File: src/rtl/frdb_pkg.sv
// ----------------------------------------------------------------------------
// Frame RMS meter package
// Shared types, constants and sequencer states of the frame RMS dB meter.
// ----------------------------------------------------------------------------
package frdb_pkg;

  localparam int unsigned MAX_FRAME = 4096;
  localparam int unsigned SUM_W     = 43;
  localparam int unsigned CNT_W     = 13;
  localparam int unsigned DIVD_W    = SUM_W + 2;
  localparam int unsigned REM_W     = CNT_W + 1;
  localparam int unsigned SQ_W      = 34;
  localparam int unsigned LOG_W     = 22;
  localparam int unsigned MANT_W    = 31;
  localparam int unsigned PROD_W    = 43;

  localparam logic signed [18:0] DB_SCALE_K = 19'sd197283;
  localparam logic signed [15:0] SILENT_DB  = -16'sd30720;

  typedef struct packed {
    logic signed [15:0] sample;
    logic               last;
  } in_beat_t;

  typedef struct packed {
    logic [16:0]        rms_level;
    logic signed [15:0] db_level;
    logic               silent;
  } out_beat_t;

  typedef enum logic [2:0] {
    ST_IDLE,
    ST_DIV,
    ST_SQRT,
    ST_NORM,
    ST_SQR,
    ST_SCALE,
    ST_DONE
  } state_e;

endpackage

File: src/rtl/frdb_in_if.sv
// ----------------------------------------------------------------------------
// Sample channel
// Valid/ready channel that carries one audio sample and its frame flag.
// ----------------------------------------------------------------------------
interface frdb_in_if;
  logic               valid;
  logic               ready;
  frdb_pkg::in_beat_t data;

  modport source (output valid, output data, input ready);
  modport sink (input valid, input data, output ready);
endinterface

File: src/rtl/frdb_out_if.sv
// ----------------------------------------------------------------------------
// Level channel
// Valid/ready channel that carries one frame level result.
// ----------------------------------------------------------------------------
interface frdb_out_if;
  logic                valid;
  logic                ready;
  frdb_pkg::out_beat_t data;

  modport source (output valid, output data, input ready);
  modport sink (input valid, input data, output ready);
endinterface

File: src/rtl/frame_rms_db_meter_top.sv
// ----------------------------------------------------------------------------
// Frame RMS dB meter
// Accumulates squared samples over a frame and reports RMS and dBFS level.
// ----------------------------------------------------------------------------
// Channel  Direction  Beat
// in_i     sink       sample (Q1.15), last
// out_o    source     rms_level (Q1.16), db_level (Q8.8), silent
//
// Samples that do not close a frame are taken one per cycle.
// A closing sample starts the back end when the frame sum is nonzero: a
// restoring divider, a square root, then two logarithms, each of normalising
// shifts and 16 squarings on one shared multiplier, and a scaling step.
// A silent frame skips the back end. The input is held off until the result loads.
// The result register is loaded once it is free; a stalled output holds the
// block in its final state. Reset clears the sum, the count and the sequencer.
// ----------------------------------------------------------------------------
module frame_rms_db_meter_top (
  input  logic          clk_i,
  input  logic          rst_ni,
  frdb_in_if.sink       in_i,
  frdb_out_if.source    out_o
);

  frdb_pkg::state_e state_q, state_d;

  logic [frdb_pkg::SUM_W-1:0]  sum_q, sum_d, sum_s_q, sum_s_d;
  logic [frdb_pkg::CNT_W-1:0]  cnt_q, cnt_d, cnt_s_q, cnt_s_d;
  logic [frdb_pkg::DIVD_W-1:0] w_q, w_d;
  logic [frdb_pkg::REM_W-1:0]  rem_q, rem_d;
  logic [5:0]                  k_q, k_d;
  logic [frdb_pkg::SQ_W-1:0]   sx_q, sx_d, sr_q, sr_d, sb_q, sb_d;
  logic [frdb_pkg::SUM_W-1:0]  nrm_q, nrm_d;
  logic [5:0]                  nexp_q, nexp_d;
  logic [frdb_pkg::MANT_W-1:0] y_q, y_d;
  logic [15:0]                 frac_q, frac_d;
  logic                        phase_q, phase_d;
  logic [frdb_pkg::LOG_W-1:0]  ls_q, ls_d, lc_q, lc_d;
  logic signed [frdb_pkg::PROD_W-1:0] prod_q, prod_d;
  logic [16:0]                 rms_q, rms_d;
  logic                        sil_q, sil_d;
  logic                        ov_q, ov_d;
  frdb_pkg::out_beat_t         ob_q, ob_d;

  logic                        in_fire, acc_en, close_frame, load_out;
  logic [31:0]                 sq;
  logic [frdb_pkg::SUM_W-1:0]  sum_new;
  logic [frdb_pkg::CNT_W-1:0]  cnt_new;
  logic [frdb_pkg::REM_W:0]    r2;
  logic                        ge;
  logic [frdb_pkg::DIVD_W-1:0] w_nxt;
  logic [frdb_pkg::SQ_W-1:0]   st, sr_nxt;
  logic [61:0]                 p;
  logic [31:0]                 y2;
  logic [15:0]                 frac_nxt;
  logic signed [23:0]          l_s;
  logic signed [frdb_pkg::PROD_W-1:0] v;
  logic signed [18:0]          q;
  logic signed [15:0]          db;

  assign in_fire     = in_i.valid && in_i.ready;
  assign acc_en      = cnt_q < frdb_pkg::CNT_W'(frdb_pkg::MAX_FRAME);
  assign sq          = 32'(in_i.data.sample * in_i.data.sample);
  assign sum_new     = sum_q + (acc_en ? frdb_pkg::SUM_W'(sq) : '0);
  assign cnt_new     = cnt_q + (acc_en ? frdb_pkg::CNT_W'(1) : '0);
  assign close_frame = in_fire && in_i.data.last;
  assign load_out    = (state_q == frdb_pkg::ST_DONE) && (!ov_q || out_o.ready);

  assign r2    = {rem_q, w_q[frdb_pkg::DIVD_W-1]};
  assign ge    = r2 >= (frdb_pkg::REM_W+1)'(cnt_s_q);
  assign w_nxt = {w_q[frdb_pkg::DIVD_W-2:0], ge};

  assign st     = sr_q + sb_q;
  assign sr_nxt = (sx_q >= st) ? ((sr_q >> 1) + sb_q) : (sr_q >> 1);

  assign p        = 62'(y_q) * 62'(y_q);
  assign y2       = p[61:30];
  assign frac_nxt = {frac_q[14:0], y2[31]};

  assign l_s  = $signed(24'(ls_q)) - $signed(24'(lc_q)) - $signed(24'(30 << 16));
  assign v    = prod_q + $signed(frdb_pkg::PROD_W'(1 << 23));
  assign q    = v[frdb_pkg::PROD_W-1:24];

  always_comb begin
    if (q > 19'sd0) begin
      db = 16'sd0;
    end else if (q < -19'sd32768) begin
      db = -16'sd32768;
    end else begin
      db = q[15:0];
    end
  end

  always_comb begin
    state_d = state_q;
    unique case (state_q)
      frdb_pkg::ST_IDLE: begin
        if (close_frame) begin
          state_d = (sum_new == '0) ? frdb_pkg::ST_DONE : frdb_pkg::ST_DIV;
        end
      end
      frdb_pkg::ST_DIV: begin
        if (k_q == 6'(frdb_pkg::DIVD_W - 1)) begin
          state_d = frdb_pkg::ST_SQRT;
        end
      end
      frdb_pkg::ST_SQRT: begin
        if (sb_q[0]) begin
          state_d = frdb_pkg::ST_NORM;
        end
      end
      frdb_pkg::ST_NORM: begin
        if (nrm_q[frdb_pkg::SUM_W-1]) begin
          state_d = frdb_pkg::ST_SQR;
        end
      end
      frdb_pkg::ST_SQR: begin
        if (k_q[3:0] == 4'd15) begin
          state_d = phase_q ? frdb_pkg::ST_SCALE : frdb_pkg::ST_NORM;
        end
      end
      frdb_pkg::ST_SCALE: state_d = frdb_pkg::ST_DONE;
      frdb_pkg::ST_DONE: begin
        if (load_out) begin
          state_d = frdb_pkg::ST_IDLE;
        end
      end
      default: state_d = frdb_pkg::ST_IDLE;
    endcase
  end

  always_comb begin
    sum_d   = sum_q;
    cnt_d   = cnt_q;
    sum_s_d = sum_s_q;
    cnt_s_d = cnt_s_q;
    w_d     = w_q;
    rem_d   = rem_q;
    k_d     = k_q;
    sx_d    = sx_q;
    sr_d    = sr_q;
    sb_d    = sb_q;
    nrm_d   = nrm_q;
    nexp_d  = nexp_q;
    y_d     = y_q;
    frac_d  = frac_q;
    phase_d = phase_q;
    ls_d    = ls_q;
    lc_d    = lc_q;
    prod_d  = prod_q;
    rms_d   = rms_q;
    sil_d   = sil_q;
    ov_d    = ov_q && !out_o.ready;
    ob_d    = ob_q;
    unique case (state_q)
      frdb_pkg::ST_IDLE: begin
        if (in_fire) begin
          if (in_i.data.last) begin
            sum_d   = '0;
            cnt_d   = '0;
            sum_s_d = sum_new;
            cnt_s_d = cnt_new;
            w_d     = {sum_new, 2'b00};
            rem_d   = '0;
            k_d     = '0;
            sil_d   = sum_new == '0;
          end else begin
            sum_d = sum_new;
            cnt_d = cnt_new;
          end
        end
      end
      frdb_pkg::ST_DIV: begin
        rem_d = ge ? frdb_pkg::REM_W'(r2 - (frdb_pkg::REM_W+1)'(cnt_s_q))
                   : r2[frdb_pkg::REM_W-1:0];
        w_d   = w_nxt;
        k_d   = k_q + 6'd1;
        sx_d  = frdb_pkg::SQ_W'(w_nxt[32:0]);
        sr_d  = '0;
        sb_d  = frdb_pkg::SQ_W'(64'd1 << 32);
      end
      frdb_pkg::ST_SQRT: begin
        if (sx_q >= st) begin
          sx_d = sx_q - st;
        end
        sr_d  = sr_nxt;
        sb_d  = sb_q >> 2;
        rms_d = sr_nxt[16:0];
        nrm_d = sum_s_q;
        k_d   = '0;
        phase_d = 1'b0;
      end
      frdb_pkg::ST_NORM: begin
        if (nrm_q[frdb_pkg::SUM_W-1]) begin
          y_d    = nrm_q[frdb_pkg::SUM_W-1 -: frdb_pkg::MANT_W];
          nexp_d = 6'(frdb_pkg::SUM_W - 1) - k_q;
          frac_d = '0;
          k_d    = '0;
        end else begin
          nrm_d = nrm_q << 1;
          k_d   = k_q + 6'd1;
        end
      end
      frdb_pkg::ST_SQR: begin
        y_d    = y2[31] ? y2[31:1] : y2[30:0];
        frac_d = frac_nxt;
        k_d    = k_q + 6'd1;
        if (k_q[3:0] == 4'd15) begin
          k_d = '0;
          if (phase_q) begin
            lc_d = {nexp_q, frac_nxt};
          end else begin
            ls_d    = {nexp_q, frac_nxt};
            nrm_d   = frdb_pkg::SUM_W'(cnt_s_q);
            phase_d = 1'b1;
          end
        end
      end
      frdb_pkg::ST_SCALE: begin
        prod_d = frdb_pkg::PROD_W'(l_s) * frdb_pkg::PROD_W'(frdb_pkg::DB_SCALE_K);
      end
      frdb_pkg::ST_DONE: begin
        if (load_out) begin
          ov_d = 1'b1;
          ob_d.silent = sil_q;
          if (sil_q) begin
            ob_d.rms_level = '0;
            ob_d.db_level  = frdb_pkg::SILENT_DB;
          end else begin
            ob_d.rms_level = rms_q;
            ob_d.db_level  = db;
          end
        end
      end
      default: ;
    endcase
  end

  always_comb begin
    in_i.ready  = state_q == frdb_pkg::ST_IDLE;
    out_o.valid = ov_q;
    out_o.data  = ob_q;
  end

  always_ff @(posedge clk_i or negedge rst_ni) begin
    if (!rst_ni) begin
      state_q <= frdb_pkg::ST_IDLE;
      sum_q   <= '0;
      cnt_q   <= '0;
      ov_q    <= 1'b0;
      k_q     <= '0;
      phase_q <= 1'b0;
      sil_q   <= 1'b0;
    end else begin
      state_q <= state_d;
      sum_q   <= sum_d;
      cnt_q   <= cnt_d;
      ov_q    <= ov_d;
      k_q     <= k_d;
      phase_q <= phase_d;
      sil_q   <= sil_d;
    end
  end

  always_ff @(posedge clk_i) begin
    sum_s_q <= sum_s_d;
    cnt_s_q <= cnt_s_d;
    w_q     <= w_d;
    rem_q   <= rem_d;
    sx_q    <= sx_d;
    sr_q    <= sr_d;
    sb_q    <= sb_d;
    nrm_q   <= nrm_d;
    nexp_q  <= nexp_d;
    y_q     <= y_d;
    frac_q  <= frac_d;
    ls_q    <= ls_d;
    lc_q    <= lc_d;
    prod_q  <= prod_d;
    rms_q   <= rms_d;
    ob_q    <= ob_d;
  end

endmodule

File: src/flat_wrapper.sv
// flat-port wrapper written by rule: the top's interface ports become plain ports
module frame_rms_db_meter_top_flat 
  (clk_i, rst_ni, in_i_valid, in_i_data, in_i_ready, out_o_valid, out_o_data, out_o_ready);
  frdb_in_if in_i_i ();
  frdb_out_if out_o_i ();
  input  logic clk_i;
  input  logic rst_ni;
  input wire logic [$bits(in_i_i.valid)-1:0] in_i_valid;
  input wire logic [$bits(in_i_i.data)-1:0] in_i_data;
  output wire logic [$bits(in_i_i.ready)-1:0] in_i_ready;
  output wire logic [$bits(out_o_i.valid)-1:0] out_o_valid;
  output wire logic [$bits(out_o_i.data)-1:0] out_o_data;
  input wire logic [$bits(out_o_i.ready)-1:0] out_o_ready;
  assign in_i_i.valid = in_i_valid;
  assign in_i_i.data = in_i_data;
  assign in_i_ready = in_i_i.ready;
  assign out_o_valid = out_o_i.valid;
  assign out_o_data = out_o_i.data;
  assign out_o_i.ready = out_o_ready;
  frame_rms_db_meter_top u_core (.clk_i(clk_i), .rst_ni(rst_ni), .in_i(in_i_i), .out_o(out_o_i));
endmodule
File: config.mk
export PLATFORM = sky130hd
export DESIGN_NAME = frame_rms_db_meter_top_flat
export DESIGN_NICKNAME = d
export VERILOG_FILES = /design/src/rtl/frdb_pkg.sv /design/src/rtl/frdb_in_if.sv /design/src/rtl/frdb_out_if.sv /design/src/rtl/frame_rms_db_meter_top.sv /design/src/flat_wrapper.sv
export SDC_FILE = /design/constraint.sdc
export NUM_CORES = 2
export LEC_CHECK = 0
export BUFFER_PORTS_ARGS = -buffer_cell sky130_fd_sc_hd__buf_2
export CAP_MARGIN = 20
export CORE_MARGIN = 4
export CORE_UTILIZATION = 60
export DETAILED_ROUTE_END_ITERATION = 10
export PLACE_DENSITY_LB_ADDON = 0.3
export SYNTH_ARGS = -nofsm -noshare
export SYNTH_HDL_FRONTEND = slang
export SYNTH_SLANG_ARGS = --single-unit
File: constraint.sdc
create_clock -name clk_i -period 7.8 [get_ports clk_i]
set_input_delay 1.17 -clock clk_i [delete_from_list [all_inputs] [get_ports clk_i]]
set_output_delay 1.17 -clock clk_i [all_outputs]
set_load 0.03 [all_outputs]
[Word-level counts from Yosys, hierarchy flattened]
Cells that the tools add are included.
Storage, ports and cells
  flip-flop bits (word level): 518
  bits of input ports: 21
  output and inout port bits: 36
  word-level logic and storage cells: 141
Cells by class
  mux-type cells: 45
  $add $sub $neg: 11
  order comparisons: 5
  bitwise gates (word level): 1
  $mul: 3
  reductions and logical operators: 30
  equality and inequality tests: 19
Operator list (count)
  case mux 34 bit (2 select lines): 3
  2-to-1 mux 43 bit: 4
  case mux 43 bit (3 select lines): 1
  2-to-1 mux 45 bit: 2
  case mux 45 bit (2 select lines): 1
  2-to-1 mux 34 bit: 2
  multiplier 31 x 31 -> 62 bit: 1
  2-to-1 mux 31 bit: 2
  case mux 31 bit (2 select lines): 1
  adder 43 x 25 -> 43 bit, second input constant: 1
  adder 43 bit: 1
  logical NOT 43 bit: 1
  multiplier 24 x 19 -> 43 bit, second input constant: 1
  2-to-1 mux 14 bit: 3
  adder 33 x 34 -> 34 bit: 1
  adder 34 bit: 1
  greater-or-equal comparator 34 bit: 1
  subtractor 34 bit: 1
  multiplier 16 x 16 -> 32 bit: 1
  2-to-1 mux 16 bit: 2
  2-to-1 mux 32 bit: 1
  case mux 15 bit (2 select lines): 1
  case mux 6 bit (5 select lines): 1
  case mux 14 bit (2 select lines): 1
  other kinds (37): 79

[Depth between registers and ports, before layout]
  depth in word-level cells: 7
  mapped depth: 42

[Worst setup path before layout]
Ideal clock, no wire load.
  path type: in2reg
  from: input in_i_data[16]
  to: register u_core.state_q[0]
  stages: 39
  data arrival time: 9.807 ns
  path buffers: 3
  path slack: -2.181 ns
  setup time: 0.174 ns
  path through: clkbuf_1 clkbuf_1 nand2_1 inv_1 fa_1 inv_1 fa_1 fa_1 inv_1 fa_1 fa_1 inv_1 fa_1 inv_1 ha_1 clkbuf_1 a21o_1 a21o_1 (+3 left out) a2111oi_0 o41ai_1 a21o_1 a21oi_1 xor2_1 nor2_1 ha_1 nand2_1 o21a_1 o21ai_0 nor4_1 a211oi_1 xor2_1 or3b_2 nor4_1 nand4_1 nor4_2 a21oi_1
On the way
  longest elaborated chain between the ends: 7
Ends and longest elaborated chain
  from (decl): RTL line flat_wrapper.sv:9  | input wire logic [$bits(in_i_i.data)-1:0] in_i_data;
  multiplier 16 x 16 -> 32 bit: RTL line frame_rms_db_meter_top.sv:62  | assign sq = 32'(in_i.data.sample * in_i.data.sample);
  2-to-1 mux 32 bit: RTL line frame_rms_db_meter_top.sv:63  | assign sum_new = sum_q + (acc_en ? frdb_pkg::SUM_W'(sq) : '0);
  adder 43 bit: RTL line frame_rms_db_meter_top.sv:63
  via u_core.sum_new (one bit): RTL line frame_rms_db_meter_top.sv:46  | logic [frdb_pkg::SUM_W-1:0] sum_new;
  logical NOT 43 bit: RTL line frame_rms_db_meter_top.sv:98  | state_d = (sum_new == '0) ? frdb_pkg::ST_DONE : frdb_pkg::ST_DIV;
  2-to-1 mux 3 bit: RTL line frame_rms_db_meter_top.sv:98
  2-to-1 mux 3 bit: RTL line frame_rms_db_meter_top.sv:97  | if (close_frame) begin
  case mux 3 bit (7 select lines): RTL line frame_rms_db_meter_top.sv:95  | unique case (state_q)
  to (signal assigned): RTL line frame_rms_db_meter_top.sv:246  | state_q <= frdb_pkg::ST_IDLE;
  to (signal assigned): RTL line frame_rms_db_meter_top.sv:254  | state_q <= state_d;
  to (decl): RTL line frame_rms_db_meter_top.sv:24  | frdb_pkg::state_e state_q, state_d;
The timed path passes the listed nets, and every way through them passes these cells. The select of a mux whose other input is x is not followed.
A chain may end at the register's enable or synchronous reset.

[Worst setup path after layout]
  from: input in_i_data[14]
  to: register u_core.state_q[2]
The elaborated chain is that of the path after synthesis.

==> PnR_summary.wiki <==
{| class="wikitable"
! Metric !! Value
|-
| Number of port buffers || 56
|-
| Worst R2R Path Depth || 27
|-
| Remaining max-slew budget at the tightest pin || 0.2583
|-
| GR Overflow Total || 0
|-
| Worst reg-to-reg setup slack || -0.37 ns
|-
| Layout-stage area growth over the synthesis result || 19.80%
|-
| Post-synth cell types || 89
|-
| Final weighted congestion in routability-driven placement || 0.9430
|-
| Ys Warns || 0
|-
| Deepest level of the CTS H-tree || 2
|-
| Worst hold margin || 0.4456 ns
|-
| Gate count of the mapped netlist || 6958
|-
| Routed wire length per instance || 19.36 um
|-
| TritonCTS buffer count || 48
|-
| Kind of capture point of the worst setup path || register
|-
| I/O pin total || 57
|-
| DRC violations left || 0
|-
| DP HPWL || 142500 um
|-
| Critical-path top delay cell || sky130_fd_sc_hd__fa_1
|-
| Die area || 118900 um^2
|-
| Min-Delay Path Class || reg2reg
|-
| Post-DRT Antenna Nets || 0
|-
| Wire length of the first global-routing pass || 286500 um
|-
| Number of vias in the routed layout || 51940
|-
| Die boundary width || 344.8 um
|-
| Number of synthesized flops with an enable pin || 410
|-
| Hold Buf Count CTS || 0
|-
| Largest net degree at the start of global routing || 78
|-
| Slew at the pin closest to its max-slew limit || 1.110 ns
|-
| Clock Sink Count || 478
|-
| Worst-path maximum fanout || 9
|-
| Number of antenna violations at the first check in global routing || 1
|-
| Mapped Area || 68070 um^2
|-
| Initial cell density of the core || 0.6051
|-
| Number of synthesized register bits || 478
|-
| Mean Syn Cell Area || 9.783 um^2
|-
| Startpoint Class || input pin
|-
| Run status || complete, but fails checks
|-
| Overall global routing resource usage || 0.3034
|-
| Via count of the first global-routing pass || 55790
|-
| Beginning of the worst register-to-register path || u_core.y_q[21]
|-
| Nets || 9532
|-
| CTS clock-pin slew for the worst setup and hold paths || 0.07 ns
|-
| End of the critical path || u_core.state_q[2]
|-
| Overall die height || 344.8 um
|-
| Required time of the worst setup path || 8.38 ns
|-
| Top cell by count, worst path || sky130_fd_sc_hd__fa_1
|-
| Site Rows || 123
|-
| Mean number of vias per cell || 5.602
|-
| Biggest area consumer among synthesized cells || sky130_fd_sc_hd__fa_1
|-
| Top cell type's share of synthesized area || 0.3217
|-
| Clock Root Buffer || sky130_fd_sc_hd__clkbuf_16
|-
| Data arrival at the endpoint of the critical path || 9.64 ns
|-
| Placeable core region || 112500 um^2
|-
| Total count of hold-check failures in the final report || 0
|-
| Number of endpoints failing setup at the final stage || 94
|-
| Clock latency at the later pin of the worst-skew pair || 0.63 ns
|-
| Prevailing post-synth register cell || sky130_fd_sc_hd__edfxtp_1
|-
| Fin worst setup slack || -1.267 ns
|-
| Path type of the worst setup path || in2reg
|-
| Proportion of layout cells with a drive suffix above 1 || 0.2034
|-
| 1st-pass router iterations || 6
|-
| Buffer depth of the longest clock path || 3
|-
| Start point of the critical path || in_i_data[14]
|-
| Final max-slew violation count || 0
|-
| Total nets after synthesis || 8758
|-
| Final WL || 179500 um
|-
| Count of max-cap constraint violations || 0
|-
| Share of the yosys chip area belonging to registers || 0.2059
|-
| Count of filler cells inserted in the layout || 7700
|-
| Clock tree from TritonCTS || done
|-
| Setup skew after layout || 0.06147 ns
|-
| Top post-synthesis cells by area || sky130_fd_sc_hd__fa_1 32%, sky130_fd_sc_hd__edfxtp_1 18%, sky130_fd_sc_hd__ha_1 13%
|-
| Reg2Reg Capture Point || u_core.y_q[25]
|-
| Synth async-reset ratio || 0.1423
|-
| RSZ-0062 raised after global routing || yes
|-
| Delay of the slowest critical-path stage || 0.52 ns
|-
| Initial DRC count || 3642
|-
| Min cycle time layout || 9.067 ns
|-
| Portion of the clock cycle consumed by the worst path in the final layout || 1.162
|-
| Achievable Freq || 110.3 MHz
|-
| Number of inserted diodes || 0
|-
| Violated checks || setup timing
|}
## flip-flops by register name, indices dropped and copies added (netlist names), 14 cells and up
register	cells
u_core.y_q	31
u_core.nrm_q	43
u_core.out_o.data	34
u_core.rms_q	17
u_core.frac_q	15
u_core.sum_q	43
u_core.sx_q	34
u_core.sum_s_q	43
u_core.w_q	45
u_core.lc_q	22
u_core.prod_q	20
u_core.sr_q	34
u_core.rem_q	14
u_core.sb_q	17
u_core.ls_q	22
## final cells by class
| type | count | area (um^2) | area share |
|---|---|---|---|
| Clock buffer | 60 | 1329 | 0.01629 |
| Inverter | 1535 | 5789 | 0.07099 |
| Sequential cell | 478 | 14010 | 0.1718 |
| Multi-Input combinational cell | 4709 | 50020 | 0.6133 |
| Timing Repair Buffer | 960 | 8020 | 0.09835 |
| Tap cell | 1500 | 1877 | 0.02301 |
| Clock inverter | 30 | 504.2 | 0.006183 |
## stage by stage
step | instances | setup TNS [ns] | cell area, um^2 | utilization | setup WS [ns]
floorplan | 6958 | -23.24 | 68510 | - | -1.450
global placement | 9035 | -98.07 | 75530 | 0.6714 | -2.035
detailed placement | 9038 | -114.09 | 75580 | 0.6718 | -2.252
CTS | 9217 | -23.18 | 79840 | 0.7097 | -1.130
global route | 9272 | -65.26 | 81550 | 0.7249 | -1.673
finish | 9272 | -33.09 | 81550 | 0.7249 | -1.267
## synth_stat cells (12+ instances only)
cell type                  instances
sky130_fd_sc_hd__clkbuf_1        224
sky130_fd_sc_hd__nor3_1           59
sky130_fd_sc_hd__fa_1           1094
sky130_fd_sc_hd__o211ai_1         17
sky130_fd_sc_hd__o31ai_1          14
sky130_fd_sc_hd__nor2_1          356
sky130_fd_sc_hd__a22o_1           66
sky130_fd_sc_hd__nor2b_1          79
sky130_fd_sc_hd__a21o_1           88
sky130_fd_sc_hd__ha_1            685
sky130_fd_sc_hd__o21ai_0         238
sky130_fd_sc_hd__nor4_1           16
sky130_fd_sc_hd__a222oi_1         12
sky130_fd_sc_hd__or3_1            22
sky130_fd_sc_hd__and2_1          262
sky130_fd_sc_hd__o21a_1           19
sky130_fd_sc_hd__xnor2_1         171
sky130_fd_sc_hd__a211o_1          12
sky130_fd_sc_hd__nand3_1          66
sky130_fd_sc_hd__a21oi_1         215
sky130_fd_sc_hd__a211oi_1         37
sky130_fd_sc_hd__dfrtp_1          68
sky130_fd_sc_hd__nand2b_1         32
sky130_fd_sc_hd__a31o_2           17
sky130_fd_sc_hd__xor2_1          133
sky130_fd_sc_hd__and3_1           53
sky130_fd_sc_hd__a31oi_1          38
sky130_fd_sc_hd__nand4_1          41
sky130_fd_sc_hd__inv_1          1527
sky130_fd_sc_hd__mux2i_1          38
sky130_fd_sc_hd__edfxtp_1        410
sky130_fd_sc_hd__nand2_1         650
sky130_fd_sc_hd__or2_2            14
sky130_fd_sc_hd__o21bai_1         27
## cells in the final DEF (no fill, tap or decap), drive strengths merged, types with 16 or more instances in the layout
cell,count
a21oi,216
clkbuf,67
nand4,41
o21a,19
a31oi,39
o21ai,239
nor2,356
nor3,59
fa,1094
a22o,67
or3,23
nand3,66
and2,262
o21bai,27
o211ai,17
mux2i,38
edfxtp,410
nand2,650
xor2,133
ha,685
nor2b,79
xnor2,171
a211oi,37
nand2b,32
and3,54
dfrtp,68
a21o,89
buf,953
inv,1533
a31o,17
clkinv,16
nor4,18
## repair_timing
item                       CTS  global route
buffers inserted            99            76
resized for setup          431           294
pin swaps                  210           203
setup endpoints to repair  115           120
gates cloned                 2             0
## per-layer routing
metal,up-vias,GRT usage,part of all wire
met3,570,0.03851,0.061
met4,0,0.1374,0.060
met1,26000,0.3761,0.38
met5,-,0,0
li1,23640,-,-
met2,1734,0.5331,0.50
## worst min-delay path by stage
stage / startpoint / endpoint / slack [ns] / cells past startpoint
detailed placement: u_core.nexp_q[5] / u_core.lc_q[21] / 0.43 / 0
global placement: u_core.nexp_q[4] / u_core.lc_q[20] / 0.42 / 0
floorplan: u_core.frac_q[14] / u_core.lc_q[15] / 0.42 / 0
CTS: u_core.nexp_q[5] / u_core.lc_q[21] / 0.45 / 0
global route: u_core.nexp_q[3] / u_core.lc_q[19] / 0.47 / 0
finish: u_core.nexp_q[3] / u_core.lc_q[19] / 0.45 / 0
## logic make-up (layout without fill, tap and decap cells)
logic type,count (synthesis),after routing,synth area share
fa+ha+maj,1779,1779,0.4476
xor+xnor,304,304,0.03911
mux,44,44,0.006580
simple gates,1689,1689,0.1172
compound gates,893,893,0.08565
buf+inv,1771,2585,0.09795
flops,478,478,0.2059
## worst max-delay path: cells and delay by family
| family | cells | cell delay (ns) |
|---|---|---|
| fa+ha+maj | 8 | 3.66 |
| buf+inv | 7 | 0.87 |
| simple gates | 10 | 1.78 |
| compound gates | 9 | 1.86 |
| xor+xnor | 2 | 0.32 |
Power is left out: the tool's default activity adds up to more than one toggle a clock period on the data nets, which glitch-free logic cannot reach.
